File: config.mk
export PLATFORM = sky130hd
export DESIGN_NAME = tsn_front_flat
export DESIGN_NICKNAME = d
export VERILOG_FILES = /design/src/design/tsn_pkg.sv /design/src/design/tsn_if.sv /design/src/design/tsn_front.sv /design/src/flat_wrapper.sv
export SDC_FILE = /design/constraint.sdc
export NUM_CORES = 2
export LEC_CHECK = 0
export BUFFER_PORTS_ARGS = -buffer_cell sky130_fd_sc_hd__clkbuf_2
export CORE_MARGIN = 3
export CORE_UTILIZATION = 35
export DETAILED_ROUTE_END_ITERATION = 12
export PLACE_DENSITY = 0.53
export SETUP_SLACK_MARGIN = 0.4
export SYNTH_ARGS = -nofsm -noshare
export SYNTH_HDL_FRONTEND = slang
export SYNTH_SLANG_ARGS = --single-unit
File: constraint.sdc
create_clock -name clk -period 16.4 [get_ports clk]
set_clock_uncertainty 0.05 [all_clocks]
set_input_delay 1.64 -clock clk [delete_from_list [all_inputs] [get_ports clk]]
set_output_delay 1.64 -clock clk [all_outputs]
set_load 0.02 [all_outputs]
File: src/design/tsn_pkg.sv
// Shared types and constants for the texture sampler (nearest and row-linear).
// No dependencies; every other file of the block but tsn_ram imports this package.
`default_nettype none

package tsn_pkg;

	// Field widths
	localparam int DIM_W    = 13;   // texture width / height register
	localparam int CC_W     = 3;    // bytes per texel register
	localparam int COORD_W  = 17;   // Q1.16 coordinate
	localparam int FRAC_W   = 16;   // column fraction
	localparam int COL_W    = 14;   // column may pass the last one when u > 1.0
	localparam int ROW_W    = 13;
	localparam int LADDR_W  = 16;
	localparam int BYTE_W   = 8;
	localparam int CPOS_W   = 30;   // u * span, v' * span
	localparam int POS_W    = 27;   // row * width + column, or a load address
	localparam int PROD_W   = 30;   // texel index times stride

	localparam logic [COORD_W-1:0] COORD_ONE = 17'h10000;

	// Command codes
	localparam logic OP_LOAD   = 1'b0;
	localparam logic OP_SAMPLE = 1'b1;

	// Register map, indexed by paddr[3:2]
	localparam int           REG_IDX_W      = 2;
	localparam logic [1:0]   REG_TEX_WIDTH  = 2'd0;
	localparam logic [1:0]   REG_TEX_HEIGHT = 2'd1;
	localparam logic [1:0]   REG_CHANNELS   = 2'd2;

	// Command queue between front and back
	localparam int Q_DEPTH = 2;

	typedef struct packed {
		logic [DIM_W-1:0] tex_width;
		logic [DIM_W-1:0] tex_height;
		logic [CC_W-1:0]  channel_count;
	} cfg_t;

	typedef struct packed {
		logic              op;
		logic [POS_W-1:0]  pos;
		logic [BYTE_W-1:0] ldata;
		logic [FRAC_W-1:0] frac;
		logic              use_next;
	} qent_t;

	typedef struct packed {
		logic empty;
		logic full;
	} qstat_t;

endpackage

`default_nettype wire

File: src/design/tsn_if.sv
// Valid/ready channel interfaces for sample/load words and result words.
// Depends on tsn_pkg for the field widths.
`default_nettype none

interface tsn_in_if import tsn_pkg::*; ();
	logic               valid;
	logic               ready;
	logic               op;
	logic [LADDR_W-1:0] load_addr;
	logic [BYTE_W-1:0]  load_byte;
	logic [COORD_W-1:0] coord_u;
	logic [COORD_W-1:0] coord_v;
	logic               filter_linear;

	modport source (output valid, op, load_addr, load_byte, coord_u, coord_v, filter_linear,
		input ready);
	modport sink (input valid, op, load_addr, load_byte, coord_u, coord_v, filter_linear,
		output ready);
endinterface


`default_nettype wire

File: src/design/tsn_front.sv
// Front end: accepts words, works out column, fraction and texel index.
// Two-stage pipeline feeding the command queue; depends on tsn_pkg, tsn_if.
`default_nettype none

module tsn_front import tsn_pkg::*; (
	input  wire logic   clk,
	input  wire logic   arst_n,
	input  wire cfg_t   cfg,
	tsn_in_if.sink      smp,
	input  wire qstat_t qstat,
	output      logic   push,
	output      qent_t  push_data
);

	logic              adv;
	logic [DIM_W-1:0]  wspan;
	logic [DIM_W-1:0]  hspan;
	logic [COORD_W-1:0] v_clamp;
	logic [COORD_W-1:0] v_inv;
	logic [CPOS_W-1:0] colpos_d;
	logic [CPOS_W-1:0] rowpos_d;

	logic               v_s1;
	logic               op_s1;
	logic               lin_s1;
	logic [LADDR_W-1:0] addr_s1;
	logic [BYTE_W-1:0]  byte_s1;
	logic [CPOS_W-1:0]  colpos_s1;
	logic [CPOS_W-1:0]  rowpos_s1;

	logic [COL_W-1:0]  col;
	logic [ROW_W-1:0]  row;
	logic [POS_W-1:0]  texel_pos;
	qent_t             ent_d;

	logic  v_s2;
	qent_t ent_s2;

	// Whole pipe holds while the last stage waits on a full queue
	assign adv       = !(v_s2 && qstat.full);
	assign smp.ready = adv;
	assign push      = v_s2 && !qstat.full;
	assign push_data = ent_s2;

	// Spans; a zero size behaves like one
	assign wspan = (cfg.tex_width == '0) ? '0 : cfg.tex_width - DIM_W'(1);
	assign hspan = (cfg.tex_height == '0) ? '0 : cfg.tex_height - DIM_W'(1);

	// v saturates at 1.0, rows counted from the top
	assign v_clamp  = (smp.coord_v > COORD_ONE) ? COORD_ONE : smp.coord_v;
	assign v_inv    = COORD_ONE - v_clamp;
	assign colpos_d = CPOS_W'(smp.coord_u) * CPOS_W'(wspan);
	assign rowpos_d = CPOS_W'(v_inv) * CPOS_W'(hspan);

	// Stage 1: position products
	always_ff @(posedge clk or negedge arst_n) begin
		if (!arst_n) begin
			v_s1 <= 1'b0;
		end else if (adv) begin
			v_s1 <= smp.valid;
		end
	end

	always_ff @(posedge clk) begin
		if (adv) begin
			op_s1     <= smp.op;
			lin_s1    <= smp.filter_linear;
			addr_s1   <= smp.load_addr;
			byte_s1   <= smp.load_byte;
			colpos_s1 <= colpos_d;
			rowpos_s1 <= rowpos_d;
		end
	end

	// Stage 2: texel index and neighbour decision
	assign col       = colpos_s1[CPOS_W-1:FRAC_W];
	assign row       = rowpos_s1[FRAC_W+ROW_W-1:FRAC_W];
	assign texel_pos = POS_W'(row) * POS_W'(cfg.tex_width) + POS_W'(col);

	always_comb begin
		ent_d.op       = op_s1;
		ent_d.ldata    = byte_s1;
		ent_d.frac     = colpos_s1[FRAC_W-1:0];
		ent_d.use_next = lin_s1 && (col != COL_W'(wspan));
		ent_d.pos      = (op_s1 == OP_SAMPLE) ? texel_pos : POS_W'(addr_s1);
	end

	always_ff @(posedge clk or negedge arst_n) begin
		if (!arst_n) begin
			v_s2 <= 1'b0;
		end else if (adv) begin
			v_s2 <= v_s1;
		end
	end

	always_ff @(posedge clk) begin
		if (adv) begin
			ent_s2 <= ent_d;
		end
	end

endmodule

`default_nettype wire

File: src/flat_wrapper.sv
// flat-port wrapper written by rule: the top's interface ports become plain ports
module tsn_front_flat import tsn_pkg::*;
  (clk, arst_n, cfg, qstat, push, push_data, smp_valid, smp_op, smp_load_addr, smp_load_byte, smp_coord_u, smp_coord_v, smp_filter_linear, smp_ready);
  tsn_in_if smp_i ();
  input  wire logic clk;
  input  wire logic arst_n;
  input  wire cfg_t cfg;
  input  wire qstat_t qstat;
  output      logic push;
  output      qent_t push_data;
  input wire logic [$bits(smp_i.valid)-1:0] smp_valid;
  input wire logic [$bits(smp_i.op)-1:0] smp_op;
  input wire logic [$bits(smp_i.load_addr)-1:0] smp_load_addr;
  input wire logic [$bits(smp_i.load_byte)-1:0] smp_load_byte;
  input wire logic [$bits(smp_i.coord_u)-1:0] smp_coord_u;
  input wire logic [$bits(smp_i.coord_v)-1:0] smp_coord_v;
  input wire logic [$bits(smp_i.filter_linear)-1:0] smp_filter_linear;
  output wire logic [$bits(smp_i.ready)-1:0] smp_ready;
  assign smp_i.valid = smp_valid;
  assign smp_i.op = smp_op;
  assign smp_i.load_addr = smp_load_addr;
  assign smp_i.load_byte = smp_load_byte;
  assign smp_i.coord_u = smp_coord_u;
  assign smp_i.coord_v = smp_coord_v;
  assign smp_i.filter_linear = smp_filter_linear;
  assign smp_ready = smp_i.ready;
  tsn_front u_core (.clk(clk), .arst_n(arst_n), .cfg(cfg), .smp(smp_i), .qstat(qstat), .push(push), .push_data(push_data));
endmodule
== Word level (Yosys, flattened, before mapping) ==
Index checks and enable logic that the tools add are counted.

* Mux-type cells: 4
* Order comparisons: 1
* $mul: 3
* Add/subtract/negate cells: 4
* Reduce and logical (&&, ||, !) cells: 7
* Equality and inequality tests: 1

{| class="wikitable"
|+ Operators by type and width
! cell !! count
|-
| $mul A17 B13 Y30 || 1
|-
| $mul A17 B13 Y29 || 1
|-
| $add A26 B14 Y27 || 1
|-
| $logic_not A13 Y1 || 2
|-
| $mul A13 B13 Y26 || 1
|-
| $mux W13 || 2
|-
| $sub A13 B1 Y13 const B || 2
|-
| $gt A17 B17 Y1 const B || 1
|-
| $mux W17 || 1
|-
| $sub A17 B17 Y17 const A || 1
|-
| $mux W16 || 1
|-
| $ne A14 B13 Y1 || 1
|-
| $logic_and A1 B1 Y1 || 3
|-
| $logic_not A1 Y1 || 2
|}

* Output and inout bits: 55
* Word-level logic and storage cells: 34
* Register bits: 140

== Longest topological paths before layout ==
* Depth in word-level cells: 4
* Mapped depth: 29
* Gate-level depth less buffers: 27

== Worst setup path before layout ==
Ideal clock, no wire load.

* Kind: input port to flip-flop
* From: input port cfg[18] (netlist bit)
* To: register u_core.colpos_s1[29], data pin
* Path slack: 7.851 ns
* Stages on the path: 26
* Path buffers: 3
* Arrival: 8.239 ns
* Setup time: 0.260 ns
* Data required time: 16.090 ns
* Cells stage by stage: buf_6 > or4_4 > or3_1 > or4_1 > xor2_1 > nor2_4 > buf_2 > nand2_1 > fa_1 > inv_1 > fa_1 > fa_1 > fa_1 > inv_1 > fa_1 > inv_1 > ha_1 > clkbuf_1 > a41o_1 > a221o_1 > or3_1 > o21ai_1 > o21ai_1 > nand3b_1 > a31oi_1 > xnor2_1

* Longest elaborated chain between the ends: 3
* Elaborated cells on any way between the ends: 4
* Classes of those cells: add/sub (1); mul (1); mux (1); reduce/logical (1)

{| class="wikitable"
|+ RTL lines
! element !! RTL line !! text
|-
| start: declaration || flat_wrapper.sv:7 || <nowiki>input wire cfg_t cfg;</nowiki>
|-
| $sub A13 B1 Y13 / $logic_not A13 Y1 (equally long branches) || tsn_front.sv:46 || <nowiki>assign wspan = (cfg.tex_width == '0) ? '0 : cfg.tex_width - DIM_W'(1);</nowiki>
|-
| $mux W13 * || tsn_front.sv:46 ||
|-
| $mul A17 B13 Y30 * || tsn_front.sv:52 || <nowiki>assign colpos_d = CPOS_W'(smp.coord_u) * CPOS_W'(wspan);</nowiki>
|-
| net u_core.colpos_d[29] || tsn_front.sv:20 || <nowiki>logic [CPOS_W-1:0] colpos_d;</nowiki>
|-
| end signal: assignment || tsn_front.sv:70 || <nowiki>colpos_s1 <= colpos_d;</nowiki>
|-
| end: declaration || tsn_front.sv:28 || <nowiki>logic [CPOS_W-1:0] colpos_s1;</nowiki>
|}

Mark *: on every way through the listed nets, which the timed path passes. The rest lies on a longest branch.
A chain may end at the register's enable or synchronous reset.

== Final worst setup path ==
* From: input port smp_coord_v[5]
* To: register u_core.rowpos_s1[28], data pin

* Longest elaborated chain between the ends: 4

{| class="wikitable"
|+ RTL lines
! element !! RTL line !! text
|-
| start: declaration || flat_wrapper.sv:16 || <nowiki>input wire logic [$bits(smp_i.coord_v)-1:0] smp_coord_v;</nowiki>
|-
| $gt A17 B17 Y1 || tsn_front.sv:50 || <nowiki>assign v_clamp = (smp.coord_v > COORD_ONE) ? COORD_ONE : smp.coord_v;</nowiki>
|-
| $mux W17 * || tsn_front.sv:50 ||
|-
| $sub A17 B17 Y17 * || tsn_front.sv:51 || <nowiki>assign v_inv = COORD_ONE - v_clamp;</nowiki>
|-
| $mul A17 B13 Y29 * || tsn_front.sv:53 || <nowiki>assign rowpos_d = CPOS_W'(v_inv) * CPOS_W'(hspan);</nowiki>
|-
| net u_core.rowpos_d[28] || tsn_front.sv:21 || <nowiki>logic [CPOS_W-1:0] rowpos_d;</nowiki>
|-
| end signal: assignment || tsn_front.sv:71 || <nowiki>rowpos_s1 <= rowpos_d;</nowiki>
|-
| end: declaration || tsn_front.sv:29 || <nowiki>logic [CPOS_W-1:0] rowpos_s1;</nowiki>
|}

Marks and branches as above.

==> key figures <==
Status
  • Outcome: finished clean

Timing
  • Final setup TNS: 0 ns
  • Period utilisation layout: roughly 58%
  • Slew Limit Fails: 0
  • Worst slew pin tran: between 1 and 1.5 ns
  • Max Freq: approximately 110 MHz
  • Worst setup margin: slightly below 7 ns
  • Tmin final: ~9.5 ns
  • Worst slew margin: about a quarter
  • Fin. Hold Viols: 0
  • Final setup vio count: 0
  • RSZ-0062 raised after global routing: false

Clocking
  • Clock Latency Late Sink: ~0.43 ns
  • Root Buffer: clkbuf_16
  • CTS buffer count: 17
  • CTS clk-pin slew, worst paths: 0.06 ns
  • Hold buffers post-CTS: 0
  • Resized cells post-CTS: 0
  • CTS H-tree depth: 4
  • Max clock buf depth: 2
  • CTS sink count: about 120
  • Postcts setup bufs: 0
  • CTS tree: done

GRT
  • Vias in the first global route: roughly 19000
  • First-pass GRT wire length: between 90 and 100 mm
  • Total Routing Usage GR: 16.34%
  • Total grt overflow: 0
  • Largest net degree at the start of global routing: between 40 and 50
  • Initial antenna violation count: 1

Setup path
  • CP max FO: 17
  • Crit start category: input pin
  • Crit end category: flop
  • CP Class: input pin to flop
  • Crit path DAT: around 9.6 ns
  • Req. time, crit path: roughly 17 ns

Yosys
  • Most instantiated cells after synthesis: inv_1, fa_1, nand2_1, ha_1, and2_1
  • Post-synthesis sequential area ratio: between 15 and 20%
  • Area leader, netlist: fa_1
  • Synth Register Bits: approximately 120
  • Synth Net Count: between 3000 and 4000
  • Synth Instances: roughly 2600
  • Most common cell in the netlist: inv_1
  • Synthesis Warnings: 0
  • Post-synth EDFFs: around 120
  • Synthesized area: between 0.02 and 0.025 mm^2
  • Yosys cell types: between 80 and 90
  • Mean area per synthesized cell: 9.477 um^2
  • Top cell type's share of synthesized area: 37.23%
  • Top_reg_cell synth: edfxtp_1
  • FFs w/ async S/R, synth: 1.613%
  • Synth area leaders: fa_1, edfxtp_1, ha_1, inv_1, nand2_1

Layout
  • Final instance area: 0.02703 mm^2
  • Syn-to-layout area delta: 9.267%
  • Filler Cell Count: just under 7000
  • Layout cells sized above 1: 9.422%
  • Total Nets Final: 3499

Floorplan
  • Initial Util: 35.69%
  • Die area: approximately 0.074 mm^2
  • Die width: 271.8 um
  • Die Ht: roughly 270 um
  • I/O Pins: roughly 150
  • Core Region: 0.06931 mm^2
  • Core Rows: between 90 and 100

Flow run
  • Max-Cap Viols: 0

Detailed routing
  • # DRC: 0
  • DR pass1 iterations: 5
  • Detailed Route Iter0 Violations: 888
  • WL per Instance: between 15 and 20 um
  • Via density per instance: 4.812
  • Overall routed net length: 58.95 mm
  • Routed Antenna Nets: 0
  • Vias: 17560

Place
  • Final GP Congestion: 0.8510
  • Pre-CTS setup slack: 6.462 ns
  • Placed cell areas: 0.02642 mm^2
  • Port buffer count: 144
  • Post-DP HPWL: roughly 48 mm

Hold path
  • Worst hold path type: flop to flop
## state kept, by name (all words and copies together), names as in the netlist
register,cells
u_core.push_data,53
u_core.v_s1,1
u_core.colpos_s1,30
u_core.v_s2,1
u_core.lin_s1,1
u_core.op_s1,1
u_core.addr_s1,16
u_core.byte_s1,8
u_core.rowpos_s1,13
## worst max-delay path: stages
cell       delay [ns]
clkbuf_2         0.11
or4_4            0.55
or3_4            0.37
o41ai_4          0.79
nand2_1          0.11
nand2_1          0.16
xor2_1           0.75
nand2_1          0.19
fa_1             0.56
fa_1             0.53
inv_1            0.06
fa_1             0.46
fa_1             0.52
inv_1            0.05
fa_1             0.47
inv_1            0.04
ha_1             0.31
a211oi_1         0.26
o211ai_1         0.18
a2111oi_2        0.55
nor4b_2          0.17
o2111ai_1        0.29
nand2_1          0.13
o41ai_2          0.24
xnor2_1          0.12
## final cells by class
class / instances / area, um^2 / area share, %
Clock buffer: 17 / 425.4 / 1.574
Sequential cell: 124 / 3714 / 13.74
Multi-Input combinational cell: 1870 / 18690 / 69.15
Antenna cell: 1 / 2.502 / 0.009259
Clock inverter: 15 / 177.7 / 0.6574
Inverter: 526 / 1974 / 7.305
Timing Repair Buffer: 165 / 878.3 / 3.250
Tap cell: 931 / 1165 / 4.310
## layout by cell type, fill, tap and decap left out, types with 23 or more instances in the layout
master and instances:
ha_1 241, inv_1 525, nor3_1 23, fa_1 460
xnor2_1 58, xor2_1 35, clkbuf_2 144, nor2_1 138
and2_1 163, o21ai_0 32, a21oi_1 50, edfxtp_1 122
nand2_1 421
## per-stage QoR
stage	hold slack (ns)	utilization (%)	std cells
final	0.3677	39.00	3649
after global routing	0.3722	38.99	3648
after CTS	0.3682	38.99	3648
after detailed placement	0.3545	38.12	3616
after global placement	0.3514	38.12	3616
after floorplan	0.3503	-	2610
## layer usage
| layer | vias up | global-route usage, % | share of wire, % |
|---|---|---|---|
| li1 | 8249 | - | - |
| met1 | 8849 | 22.68 | 47 |
| met2 | 406 | 27.50 | 47 |
| met3 | 56 | 1.832 | 4.3 |
| met4 | 0 | 3.742 | 1.5 |
| met5 | - | 0 | 0 |
## final timing paths
path,from,slack (ns),cells after the start,end
min in group asynchronous,arst_n,0.93,1,u_core.v_s2
min,u_core.colpos_s1[3],0.37,0,u_core.push_data[4]
max reg2reg,u_core.rowpos_s1[23],9.89,18,u_core.push_data[51]
min reg2reg,u_core.colpos_s1[3],0.37,0,u_core.push_data[4]
max,smp_coord_v[5],6.90,25,u_core.rowpos_s1[28]
max in group asynchronous,arst_n,15.27,1,u_core.v_s1
## cell families (layout without fill, tap and decap cells)
group / Yosys count / in the layout / share of synthesized area [%]
multiplexers: 20 / 20 / 0.9004
buffers and inverters: 616 / 723 / 9.469
adder cells (fa/ha/maj): 701 / 701 / 49.42
other: 0 / 1 / 0
AO/OA/AOI/OAI: 190 / 190 / 5.342
flip-flops: 124 / 124 / 15.01
AND/OR/NAND/NOR: 865 / 865 / 16.50
XOR/XNOR: 94 / 94 / 3.359
Power is left out: the tool's default activity adds up to more than one toggle a clock period on the data nets, which glitch-free logic cannot reach.
