===== src/design/tsn_pkg.sv =====
// Shared types and constants for the texture sampler (nearest and row-linear).
// No dependencies; every other file of the block but tsn_ram imports this package.
`default_nettype none

package tsn_pkg;

	// Field widths
	localparam int DIM_W    = 13;   // texture width / height register
	localparam int CC_W     = 3;    // bytes per texel register
	localparam int COORD_W  = 17;   // Q1.16 coordinate
	localparam int FRAC_W   = 16;   // column fraction
	localparam int COL_W    = 14;   // column may pass the last one when u > 1.0
	localparam int ROW_W    = 13;
	localparam int LADDR_W  = 16;
	localparam int BYTE_W   = 8;
	localparam int CPOS_W   = 30;   // u * span, v' * span
	localparam int POS_W    = 27;   // row * width + column, or a load address
	localparam int PROD_W   = 30;   // texel index times stride

	localparam logic [COORD_W-1:0] COORD_ONE = 17'h10000;

	// Command codes
	localparam logic OP_LOAD   = 1'b0;
	localparam logic OP_SAMPLE = 1'b1;

	// Register map, indexed by paddr[3:2]
	localparam int           REG_IDX_W      = 2;
	localparam logic [1:0]   REG_TEX_WIDTH  = 2'd0;
	localparam logic [1:0]   REG_TEX_HEIGHT = 2'd1;
	localparam logic [1:0]   REG_CHANNELS   = 2'd2;

	// Command queue between front and back
	localparam int Q_DEPTH = 2;

	typedef struct packed {
		logic [DIM_W-1:0] tex_width;
		logic [DIM_W-1:0] tex_height;
		logic [CC_W-1:0]  channel_count;
	} cfg_t;

	typedef struct packed {
		logic              op;
		logic [POS_W-1:0]  pos;
		logic [BYTE_W-1:0] ldata;
		logic [FRAC_W-1:0] frac;
		logic              use_next;
	} qent_t;

	typedef struct packed {
		logic empty;
		logic full;
	} qstat_t;

endpackage

`default_nettype wire


===== src/design/tsn_queue.sv =====
// Short command queue between front end and back end.
// Register-based ring buffer; depends on tsn_pkg.
`default_nettype none

module tsn_queue import tsn_pkg::*; (
	input  wire logic   clk,
	input  wire logic   arst_n,
	input  wire logic   push,
	input  wire qent_t  push_data,
	input  wire logic   pop,
	output      qent_t  head,
	output      qstat_t qstat
);

	localparam int PTR_W = $clog2(Q_DEPTH);
	localparam int CNT_W = $clog2(Q_DEPTH + 1);

	qent_t            ent_q [Q_DEPTH];
	logic [PTR_W-1:0] wr_ptr_q;
	logic [PTR_W-1:0] rd_ptr_q;
	logic [CNT_W-1:0] cnt_q;

	assign head        = ent_q[rd_ptr_q];
	assign qstat.empty = (cnt_q == '0);
	assign qstat.full  = (cnt_q == CNT_W'(Q_DEPTH));

	// Pointers and fill count
	always_ff @(posedge clk or negedge arst_n) begin
		if (!arst_n) begin
			wr_ptr_q <= '0;
			rd_ptr_q <= '0;
			cnt_q    <= '0;
		end else begin
			if (push) begin
				wr_ptr_q <= (wr_ptr_q == PTR_W'(Q_DEPTH - 1)) ? '0 : wr_ptr_q + PTR_W'(1);
			end
			if (pop) begin
				rd_ptr_q <= (rd_ptr_q == PTR_W'(Q_DEPTH - 1)) ? '0 : rd_ptr_q + PTR_W'(1);
			end
			if (push && !pop) begin
				cnt_q <= cnt_q + CNT_W'(1);
			end else if (pop && !push) begin
				cnt_q <= cnt_q - CNT_W'(1);
			end
		end
	end

	// Entry storage
	always_ff @(posedge clk) begin
		if (push) begin
			ent_q[wr_ptr_q] <= push_data;
		end
	end

endmodule

`default_nettype wire


===== config.mk =====
export PLATFORM = sky130hd
export DESIGN_NAME = tsn_queue
export DESIGN_NICKNAME = d
export VERILOG_FILES = /design/src/design/tsn_pkg.sv /design/src/design/tsn_queue.sv
export SDC_FILE = /design/constraint.sdc
export NUM_CORES = 1
export LEC_CHECK = 0
export ABC_AREA = 1
export BUFFER_PORTS_ARGS = -buffer_cell sky130_fd_sc_hd__buf_2
export CAP_MARGIN = 20
export CORE_MARGIN = 10
export CORE_UTILIZATION = 46
export CTS_BUF_LIST = sky130_fd_sc_hd__clkbuf_8
export DETAILED_ROUTE_END_ITERATION = 16
export GPL_TIMING_DRIVEN = 0
export PLACE_DENSITY = 0.74
export SLEW_MARGIN = 20
export SYNTH_ARGS = -nofsm -noshare
export SYNTH_HDL_FRONTEND = slang
export SYNTH_SLANG_ARGS = --single-unit

===== constraint.sdc =====
create_clock -name clk -period 2.85 [get_ports clk]
set_input_delay 0.1425 -clock clk [delete_from_list [all_inputs] [get_ports clk]]
set_output_delay 0.1425 -clock clk [all_outputs]
set_load 0.03 [all_outputs]

Yosys cells after proc, flatten, opt, wreduce, memory -nomap -nowiden. Memory sizes are Yosys's and may differ from the RTL's. Cells that the tools add are included.

Flip-flop bits (word level): 4. Memory bits (writable): 106. Output and inout port bits: 55. Logic and storage cells: 21. Memories: 1.

Memories: ent_q (words 2, width 53, read ports 1, clocked after Yosys merged registers in 0, wr ports 1, line tsn_queue.sv:18) `qent_t ent_q [Q_DEPTH];`.

Add/subtract/negate cells: 4. Equality and inequality tests: 1. Mux-type cells: 6. Reductions and logical operators: 6.

Operators by type and width (count): $mux 1 (4); $mux 2 (2); $add 1x1->1 const B (2); $add 2x1->2 const B (1); $eq 2x2->1 const B (1); $logic_and 1x1->1 (2); $logic_not 1->1 (2); $logic_not 2->1 (1); $reduce_bool 2->1 (1); $sub 2x1->2 const B (1).

Logic depth before layout (Yosys ltp). Gate-level depths: netlist of the first run.

Word-level depth: 4. Gate-level depth with buffers: 7. Depth with buffers taken out: 7.

Worst setup path before layout of the first run. OpenSTA, ideal clock, no wires.

Path kind: flip-flop to flip-flop. Start point: register wr_ptr_q. End point: memory ent_q[0][0] (netlist bit), enable pin. Setup time: 465 ps. Arrival time: 2632 ps. Required time: 2385 ps. Path slack: -248 ps. Stages on the path, launching flop included: 2. Clock period less this slack: 3098 ps. Path through: dfrtp_1 nor2_1.

RTL lines: from (decl) (line tsn_queue.sv:19) `logic [PTR_W-1:0] wr_ptr_q;`; from (signal assigned) (line tsn_queue.sv:35) `wr_ptr_q <= (wr_ptr_q == PTR_W'(Q_DEPTH - 1)) ? '0 : wr_ptr_q + PTR_W'(1);`; to (decl) (line tsn_queue.sv:18).

No word-level cell before the write port.

==> flow_summary.json, run 1 <==
{
  "synthesis.area_sq_mm": 0.00428,
  "synth-edff-count": 106,
  "fp.dieH_microns": 116,
  "worst-path-buf-inv": 3,
  "worstSetupEndpointType": "output port",
  "wire_per_inst_microns": 16.9,
  "std_cell_rows": 35,
  "leakage_nw": 2.37,
  "synth_top_area_share": 0.743,
  "hold_depth": 2,
  "r2r-start": "wr_ptr_q",
  "route.met2.wl_mm": 4.41,
  "synth-simple-area-share": 0.00964,
  "detailedRoute.firstPassIterationCount": 4,
  "insertion_delay_ns": 0.35,
  "tritoncts": "done",
  "place.port_buffers": 111,
  "met1_length_mm": 3.15,
  "grt-ovfl-total": 0,
  "ir_worst_vdd_uv": 497,
  "route.vias.total": 2267,
  "synth.top_cells.by_count": "106 x edfxtp_1, 49 x mux2_4, 7 x inv_1, 5 x buf_12, 5 x nand2_1",
  "timing.critical_path.slowest_cell_delay_ns": 0.35,
  "avgSynthCellArea_sq_um": 22.5,
  "netlist.top_cell.by_area": "edfxtp_1",
  "run_status": "finished, final reports clean",
  "crit_required_ns": 2.71,
  "layout_min_cycle_time_ns": 1.71,
  "viasPerCell": 4.68,
  "initial_core_util": 0.468,
  "syn_nets": 248,
  "max-slew-margin-rel": 0.517,
  "antenna_cells_inserted": 0,
  "grt_max_degree": 54,
  "startpoint_type": "register",
  "first_global_vias": 2515,
  "postSynthRegisterBits": 110,
  "floorplan.io_pins": 112,
  "dr_wl_met3_microns": 529,
  "synth_most_common_cell": "edfxtp_1",
  "count_of_routing_violations_after_the_opening_detailed_route_iteration": 69,
  "hold_path_startpoint": "push",
  "crit_path_top_delay_cell": "dfrtp_1",
  "cts.sink_count": 110,
  "post-route-cell-area_sq_mm": 0.00576,
  "total_design_power_mw": 5.45,
  "grt_util_all_layers": 0.125,
  "synthesis.yosys.warnings": 0,
  "clkPwrFrac": 0.148,
  "final_wirelength_mm": 8.18,
  "final_hold_viol_count": 0,
  "cts_htree_levels": 3,
  "min-delay-path-class": "in -> reg",
  "worst_path_cell_trace": "buf_6 -> buf_12 -> mux2_4 -> buf_2",
  "synth_cell_types": 14,
  "postRouteAntennaNets": 0,
  "worstReg2RegEnd": "ent_q[0][45]",
  "cp_data_arrival_time_ns": 1.57,
  "power_report.internal_total_mw": 3.49,
  "nets": 427,
  "share_seq_of_total_power": 0.411,
  "mux_share_of_post_synthesis_cell_area": 0.182,
  "post_cts_clock_slew_at_the_launch_and_capture_registers_of_the_worst_setup_and_hold_paths_ns": 0.09,
  "place.detailed.hpwl_mm": 5.42,
  "topRoutingLayerUsed": "met4",
  "finalClockSkew_ns": 0.0117,
  "worst_slew_pin_tran_ns": 0.722,
  "max_clock_freq_mhz": 585,
  "post_layout_nonfiller_instances": 484,
  "clock_tree.root_cell": "clkbuf_8",
  "tritoncts.num_buffers": 9,
  "placed_cells": 414,
  "antenna_found_initial": 0,
  "power.combinational.fraction": 0.441,
  "critPathKind": "reg -> out",
  "dominantRegCellSynth": "edfxtp_1",
  "finish.utilization": 0.629,
  "setup_viol": 0,
  "critical_path.max_fanout": 10,
  "max_cap_violations": 0,
  "design.die.area_sq_mm": 0.0136,
  "asyncSetResetFlopFracSynth": 0.0364,
  "synth_compound_gate_area_share": 0,
  "synth_seq_area_share": 0.767,
  "clockBufferDepth": 2,
  "synth.top_cells.by_area": "edfxtp_1 74%, mux2_4 17%, buf_12 2.3%, dfrtp_1 2.3%, mux2_2 1.1%",
  "cpLargestDelayFamily": "buffers and inverters",
  "core_sq_mm": 0.00915,
  "synthToLayoutAreaGrowth_pct": 34.4,
  "switchingPower_mw": 1.96,
  "yosys.area_share.xor_xnor": 0.00614,
  "syn-instance-count": 190,
  "r2r.worst_path.cells": 2,
  "grt_setup_unrepaired": "no",
  "final_max_slew_viol_count": 0,
  "placement_stage_cell_area_sq_mm": 0.00504,
  "synth_adder_area_share": 0.00292,
  "whs_endpoint": "wr_ptr_q",
  "grt_pass1_wl_mm": 13.0,
  "drive_gt1_frac": 0.501,
  "weighted_congestion_reported_at_the_end_of_routability_driven_placement": 0.641,
  "fin_crit_sh": 0.599,
  "rrSetupSlack_ns": 1.27,
  "drc": 0,
  "power.switching_fraction": 0.359,
  "die-width_microns": 116,
  "power_density_mw_per_mm2": 947,
  "main_combinational_cell_family_by_area_after_synthesis": "multiplexers"
}
==> cells in the final DEF (no fill, tap or decap), drive strengths merged <==
| master | n |
|---|---|
| buf | 119 |
| edfxtp | 106 |
| nand4 | 1 |
| inv | 10 |
| dlygate4sd3 | 55 |
| xor2 | 2 |
| clkinvlp | 2 |
| clkbuf | 9 |
| xnor2 | 1 |
| clkinv | 1 |
| dfrtp | 4 |
| mux2 | 53 |
| nand3 | 1 |
| nand2 | 5 |
| ha | 1 |
| nor2 | 3 |
==> state kept, by name, indices dropped and copies added (netlist names) <==
name,cells
ent_q,106
wr_ptr_q,1
rd_ptr_q,1
cnt_q,2
==> cell type report <==
type	instances	area, sq um
Clock inverter	6	40.0
Buffer	6	111
Fill cell	642	3400
Inverter	7	28.8
Sequential cell	110	3280
Multi-Input combinational cell	67	868
Timing Repair Buffer	168	1160
Clock buffer	9	124
Tap cell	111	139
==> worst max-delay path by stage <==
stage             start           end  slack (ns)  depth (start not counted)
3_5_place_dp   wr_ptr_q  ent_q[0][48]        1.24                          2
2_1_floorplan  wr_ptr_q   ent_q[0][0]        0.63                          1
3_3_place_gp   wr_ptr_q   ent_q[0][2]       -0.17                          1
5_1_grt        rd_ptr_q      head[44]        1.07                          4
6_report       rd_ptr_q      head[19]        1.14                          4
4_1_cts        rd_ptr_q      head[14]        1.11                          4
==> metal layers <==
metal  vias to the layer above  global-route usage
met1                      1104               0.131
met2                        64               0.226
met4                         0              0.0375
met5                         -                   0
met3                        10              0.0478
li1                       1089                   -
==> through the flow <==
stage / setup TNS, ns / setup WS (ns) / hold slack (ns)
after CTS: 0 / 1.11 / 0.0116
after global routing: 0 / 1.07 / 0.0188
after detailed placement: 0 / 1.24 / -0.0473
after floorplan: 0 / 0.632 / -0.153
final: 0 / 1.14 / 0.0308
after global placement: -8.99 / -0.172 / -0.0498
==> power by group through the flow <==
stage / sequential, mW / combinational, mW / clock [mW]
floorplan: 2.26 / 1.80 / 0
global placement: 2.28 / 2.32 / 0
detailed placement: 2.28 / 2.39 / 0
CTS: 2.24 / 2.45 / 0.838
global route: 2.27 / 2.55 / 0.906
finish: 2.24 / 2.40 / 0.805
==> logic make-up after synthesis <==
| family | Yosys count |
|---|---|
| multiplexers | 53 |
| XOR/XNOR | 3 |
| adder cells (fa/ha/maj) | 1 |
| AND/OR/NAND/NOR | 10 |
| buffers and inverters | 13 |
| flip-flops | 110 |
==> repair_timing <==
| item | CTS | global route |
|---|---|---|
| buffers inserted | 0 | 0 |
| gates resized for setup | 0 | 0 |
| endpoints found under the hold margin | 111 | 0 |
| hold buffers | 55 | 0 |
Power figures use the tool's default switching activity.
==> inputs of run 2 (changes only) <==
ABC_AREA = 0   (was 1)
PLACE_DENSITY = 0.71   (was 0.74)
clock period = 1.7 ns   (was 2.85 ns; I/O delays follow)
==> flow_summary.json, run 2 <==
{
  "drive_gt1_frac": 0.518,
  "viasPerCell": 4.73,
  "startpoint_type": "register",
  "floorplan.io_pins": 112,
  "final_wirelength_mm": 8.31,
  "fp.dieH_microns": 116,
  "place.port_buffers": 111,
  "antenna_found_initial": 0,
  "grt_pass1_wl_mm": 13.1,
  "worst_slew_pin_tran_ns": 0.746,
  "final_max_slew_viol_count": 0,
  "hold-worst-slack_ns": 0.0966,
  "dominantRegCellSynth": "edfxtp_1",
  "core_sq_mm": 0.00911,
  "synth_top_area_share": 0.747,
  "first_global_vias": 2562,
  "max-slew-margin-rel": 0.502,
  "count_of_routing_violations_after_the_opening_detailed_route_iteration": 86,
  "postRouteAntennaNets": 0,
  "std_cell_rows": 35,
  "final_hold_viol_count": 0,
  "synthesis.yosys.warnings": 0,
  "footprint_of_the_multi_input_gates_sq_um": 873,
  "insertion_delay_ns": 0.36,
  "run_status": "finished, final reports clean",
  "layout_common_cells": "110 x buf_2, 106 x edfxtp_1, 56 x dlygate4sd3_1, 49 x mux2_4, 9 x clkbuf_8",
  "place.detailed.hpwl_mm": 5.29,
  "design.die.area_sq_mm": 0.0135,
  "max_clock_freq_mhz": 612,
  "layout_commonest_cell": "buf_2",
  "largest-register": "ent_q",
  "critical_path.max_fanout": 10,
  "ff_latch_area_sq_mm": 0.00328,
  "cts_htree_levels": 3,
  "initial_core_util": 0.468,
  "synthesis.area_sq_mm": 0.00426,
  "detailedRoute.firstPassIterationCount": 5,
  "finalSetupTns_ns": 0,
  "synth_cell_types": 13,
  "nets": 421,
  "synth.top_cells.by_count": "106 x edfxtp_1, 49 x mux2_4, 5 x buf_12",
  "biggestRegsByFlops": "ent_q: 106 flops, cnt_q: 2 flops",
  "worstSetupEndpointType": "output port",
  "layout_min_cycle_time_ns": 1.63,
  "max_cap_violations": 0,
  "weighted_congestion_reported_at_the_end_of_routability_driven_placement": 0.662,
  "synth.top_cells.by_area": "edfxtp_1 75%, mux2_4 17%, buf_12 2.3%, dfrtp_1 2.3%, mux2_2 1.1%",
  "fin_crit_sh": 0.961,
  "asyncSetResetFlopFracSynth": 0.0364,
  "die-width_microns": 116,
  "drc": 0,
  "total_design_power_mw": 9.45,
  "critPathKind": "reg -> out",
  "cp_data_arrival_time_ns": 1.55,
  "grt-ovfl-total": 0,
  "min-delay-path-class": "in -> async",
  "finalClockSkew_ns": 0.00778,
  "route.vias.total": 2252,
  "antenna_cells_inserted": 0,
  "synthToLayoutAreaGrowth_pct": 36.1,
  "clockBufferDepth": 2,
  "wire_per_inst_microns": 17.5,
  "syn-instance-count": 181,
  "crit_required_ns": 1.62,
  "post_cts_clock_slew_at_the_launch_and_capture_registers_of_the_worst_setup_and_hold_paths_ns": 0.09,
  "power_density_mw_per_mm2": 1630,
  "netlist.top_cell.by_area": "edfxtp_1",
  "synth_seq_area_share": 0.770,
  "tritoncts.num_buffers": 9,
  "postSynthRegisterBits": 110,
  "avgSynthCellArea_sq_um": 23.5,
  "largest_reg_flops": 106,
  "grt_util_all_layers": 0.127,
  "tritoncts": "done",
  "syn_nets": 239,
  "synth_most_common_cell": "edfxtp_1",
  "clock_tree.root_cell": "clkbuf_8",
  "leakage_nw": 2.36,
  "grt_max_degree": 54,
  "layout.filler_cells": 670,
  "synth-edff-count": 106,
  "ir_worst_vdd_uv": 950,
  "cts.sink_count": 110,
  "setup_viol": 0
}
-- run 2: final cells by class --
type / instances / share of cell area
tap: 111 / 0.0239
clock inverter: 4 / 0.0129
timing repair buffer: 171 / 0.204
sequential: 110 / 0.566
multi-input combinational: 64 / 0.151
inverter: 1 / 0.000647
buffer: 6 / 0.0207
clock buffer: 9 / 0.0214
-- run 2: worst paths after layout --
| kind | cells past startpoint | end | start | slack (ns) |
|---|---|---|---|---|
| max | 4 | head[5] | rd_ptr_q | 0.07 |
| min | 2 | cnt_q[0] | arst_n | 0.1 |
| max in group asynchronous | 2 | cnt_q[1] | arst_n | 1.48 |
| min in group clk | 2 | ent_q[1][31] | push_data[31] | 0.44 |
| min reg2reg | 1 | cnt_q[1] | cnt_q[1] | 0.52 |
| max reg2reg | 2 | ent_q[0][51] | wr_ptr_q | 0.20 |
-- run 2: timing repair --
| item | CTS | global route |
|---|---|---|
| setup buffers | 0 | 2 |
| gates resized for setup | 0 | 3 |
| hold endpoints to repair | 112 | 0 |
| setup endpoints to repair | 0 | 49 |
| hold buffers | 56 | 0 |
-- run 2: layer usage --
layer,routed length (microns),up-vias,global-route usage
met4,76,0,0.0450
met2,4340,73,0.218
li1,-,1067,-
met5,0,-,0
met3,635,7,0.0519
met1,3260,1105,0.138
-- run 2: metrics by stage --
step	setup slack, ns	util	std cells	cell area (sq um)
after floorplan	0.0667	-	181	4270
after global placement	-0.382	0.545	403	4960
after detailed placement	0.169	0.550	405	5010
after CTS	0.0406	0.634	474	5770
after global routing	-0.000758	0.637	476	5800
final	0.0665	0.637	476	5800
-- run 2: where the power goes --
part	total [mW]	switching [mW]	internal (mW)
Sequential	3.76	0.164	3.60
Combinational	4.08	2.29	1.79
Clock	1.61	0.802	0.806
-- run 2: worst max-delay path, cell delays in order (launching register included) --
cell and delay, ns:
dfrtp_1 0.40, buf_12 0.16, buf_12 0.15, mux2_4 0.30, buf_2 0.18
-- run 2: kinds of logic (layout without fill, tap and decap cells) --
logic type / Yosys count / count (layout) / synth area share
fa+ha+maj: 1 / 1 / 0.00294
buf+inv: 7 / 191 / 0.0270
mux: 53 / 53 / 0.183
flops: 110 / 110 / 0.770
simple gates: 5 / 5 / 0.00617
xor+xnor: 5 / 5 / 0.0103
==> inputs of run 3 (changes only) <==
HOLD_SLACK_MARGIN = 0.1   (was not set)
PLACE_DENSITY = 0.77   (was 0.71)
==> flow_summary.json, run 3 (synthesized netlist as in run 2, its figures left out) <==
{
  "crit_required_ns": 1.62,
  "power.switching_fraction": 0.357,
  "grt-ovfl-total": 0,
  "total_design_power_mw": 9.13,
  "post_layout_nonfiller_instances": 478,
  "worst_path_cell_trace": "buf_6 -> buf_12 -> mux2_4 -> buf_2",
  "viasPerCell": 4.68,
  "drc": 0,
  "postRouteAntennaNets": 0,
  "cts.sink_count": 110,
  "design.die.area_sq_mm": 0.0135,
  "min-delay-path-class": "in -> reg",
  "grt_setup_unrepaired": "no",
  "grt_pass1_wl_mm": 12.8,
  "placed_cells": 405,
  "setup_viol": 0,
  "power.combinational.fraction": 0.437,
  "startpoint_type": "register",
  "synthToLayoutAreaGrowth_pct": 35.1,
  "largest-register": "ent_q",
  "wire_per_inst_microns": 16.9,
  "grt_max_degree": 54,
  "weighted_congestion_reported_at_the_end_of_routability_driven_placement": 0.683,
  "cp_data_arrival_time_ns": 1.53,
  "tritoncts": "done",
  "count_of_routing_violations_after_the_opening_detailed_route_iteration": 61,
  "nets": 420,
  "biggestRegsByFlops": "ent_q: 106 flops, cnt_q: 2 flops",
  "first_global_vias": 2552,
  "max_cap_violations": 0,
  "finalClockSkew_ns": 0.00819,
  "hold-worst-slack_ns": 0.452,
  "power_density_mw_per_mm2": 1590,
  "route.vias.total": 2235,
  "final_wirelength_mm": 8.09,
  "clkPwrFrac": 0.152,
  "finish.utilization": 0.632,
  "layout_commonest_cell": "buf_2",
  "insertion_delay_ns": 0.35,
  "fin_crit_sh": 0.953,
  "initial_core_util": 0.468,
  "leakage_nw": 2.35,
  "final_hold_viol_count": 0,
  "cts_resized": 0,
  "critical_path.max_fanout": 10,
  "antenna_cells_inserted": 0,
  "crit_path_top_delay_cell": "dfrtp_1",
  "cpLargestDelayFamily": "buffers and inverters",
  "largest_reg_flops": 106,
  "final_max_slew_viol_count": 0,
  "share_seq_of_total_power": 0.411,
  "std_cell_rows": 35,
  "floorplan.io_pins": 112,
  "holdBufCountCts": 57,
  "timing.critical_path.slowest_cell_delay_ns": 0.35,
  "drive_gt1_frac": 0.515,
  "ir_worst_vdd_uv": 960,
  "switchingPower_mw": 3.26,
  "cts_htree_levels": 3,
  "postCtsSetupRepairBufs": 0,
  "power_report.internal_total_mw": 5.87,
  "core_sq_mm": 0.00911,
  "max-slew-margin-rel": 0.510,
  "place.port_buffers": 111,
  "critPathKind": "reg -> out",
  "layout_min_cycle_time_ns": 1.62,
  "place.detailed.hpwl_mm": 5.38,
  "layout_common_cells": "111 x buf_2, 106 x edfxtp_1, 57 x dlygate4sd3_1, 49 x mux2_4, 9 x clkbuf_8",
  "fp.dieH_microns": 116,
  "worst-path-buf-inv": 3,
  "worst_slew_pin_tran_ns": 0.736,
  "post_cts_clock_slew_at_the_launch_and_capture_registers_of_the_worst_setup_and_hold_paths_ns": 0.11,
  "detailedRoute.firstPassIterationCount": 4,
  "layout.filler_cells": 679,
  "antenna_found_initial": 0,
  "tritoncts.num_buffers": 9,
  "run_status": "finished, final reports clean",
  "clock_tree.root_cell": "clkbuf_8",
  "die-width_microns": 116,
  "worstSetupEndpointType": "output port",
  "grt_util_all_layers": 0.122,
  "clockBufferDepth": 2,
  "max_clock_freq_mhz": 617
}
[run 3: cell count changes in the layout (fill, tap and decap cells not counted), moves of 2 or more]
cell / change
bufinv_16: -2
buf_4: -2
inv_6: +2
clkinvlp_4: -2
clkinv_4: +2
clkinv_2: +2
[run 3: worst paths after layout]
| kind | endpoint | slack (ns) | cells past startpoint | from |
|---|---|---|---|---|
| min in group asynchronous | cnt_q[0] | 0.62 | 3 | arst_n |
| worst max-delay path | head[24] | 0.08 | 4 | rd_ptr_q |
| worst min register to register | cnt_q[1] | 0.50 | 1 | cnt_q[1] |
| max in group asynchronous | rd_ptr_q | 0.91 | 3 | arst_n |
| worst min-delay path | ent_q[1][47] | 0.45 | 2 | push_data[47] |
| worst max register to register | ent_q[1][39] | 0.22 | 1 | wr_ptr_q |
[run 3: metrics by stage]
stage | instance area, sq um | setup TNS, ns | worst slack (ns)
final | 5760 | 0 | 0.0805
after floorplan | 4270 | 0 | 0.0667
after global placement | 4960 | -30.45 | -0.376
after CTS | 5760 | 0 | 0.0467
after detailed placement | 5010 | 0 | 0.210
after global routing | 5760 | 0 | 0.00662
[run 3: power groups by stage]
stage                     clock (mW)  combinational (mW)  sequential [mW]
after global routing            1.55                4.23             3.81
final                           1.38                3.99             3.76
after global placement             0                3.86             3.80
after CTS                       1.44                4.07             3.76
after detailed placement           0                3.96             3.82
after floorplan                    0                3.02             3.78
[run 3: layout make-up]
type,count,area [sq um],share of cell area
Buffer,6,111,0.0193
Clock buffer,9,124,0.0215
Clock inverter,7,48.8,0.00848
Inverter,1,3.75,0.000652
Multi-Input combinational cell,64,873,0.152
Sequential cell,110,3280,0.570
Tap cell,111,139,0.0241
Timing Repair Buffer,170,1170,0.204
[run 3: routing by layer]
metal,global-route usage,share of wire,vias up
met2,0.218,0.55,65
met5,0,0,-
li1,-,-,1067
met4,0.0425,0.0066,0
met3,0.0447,0.067,4
met1,0.131,0.38,1099
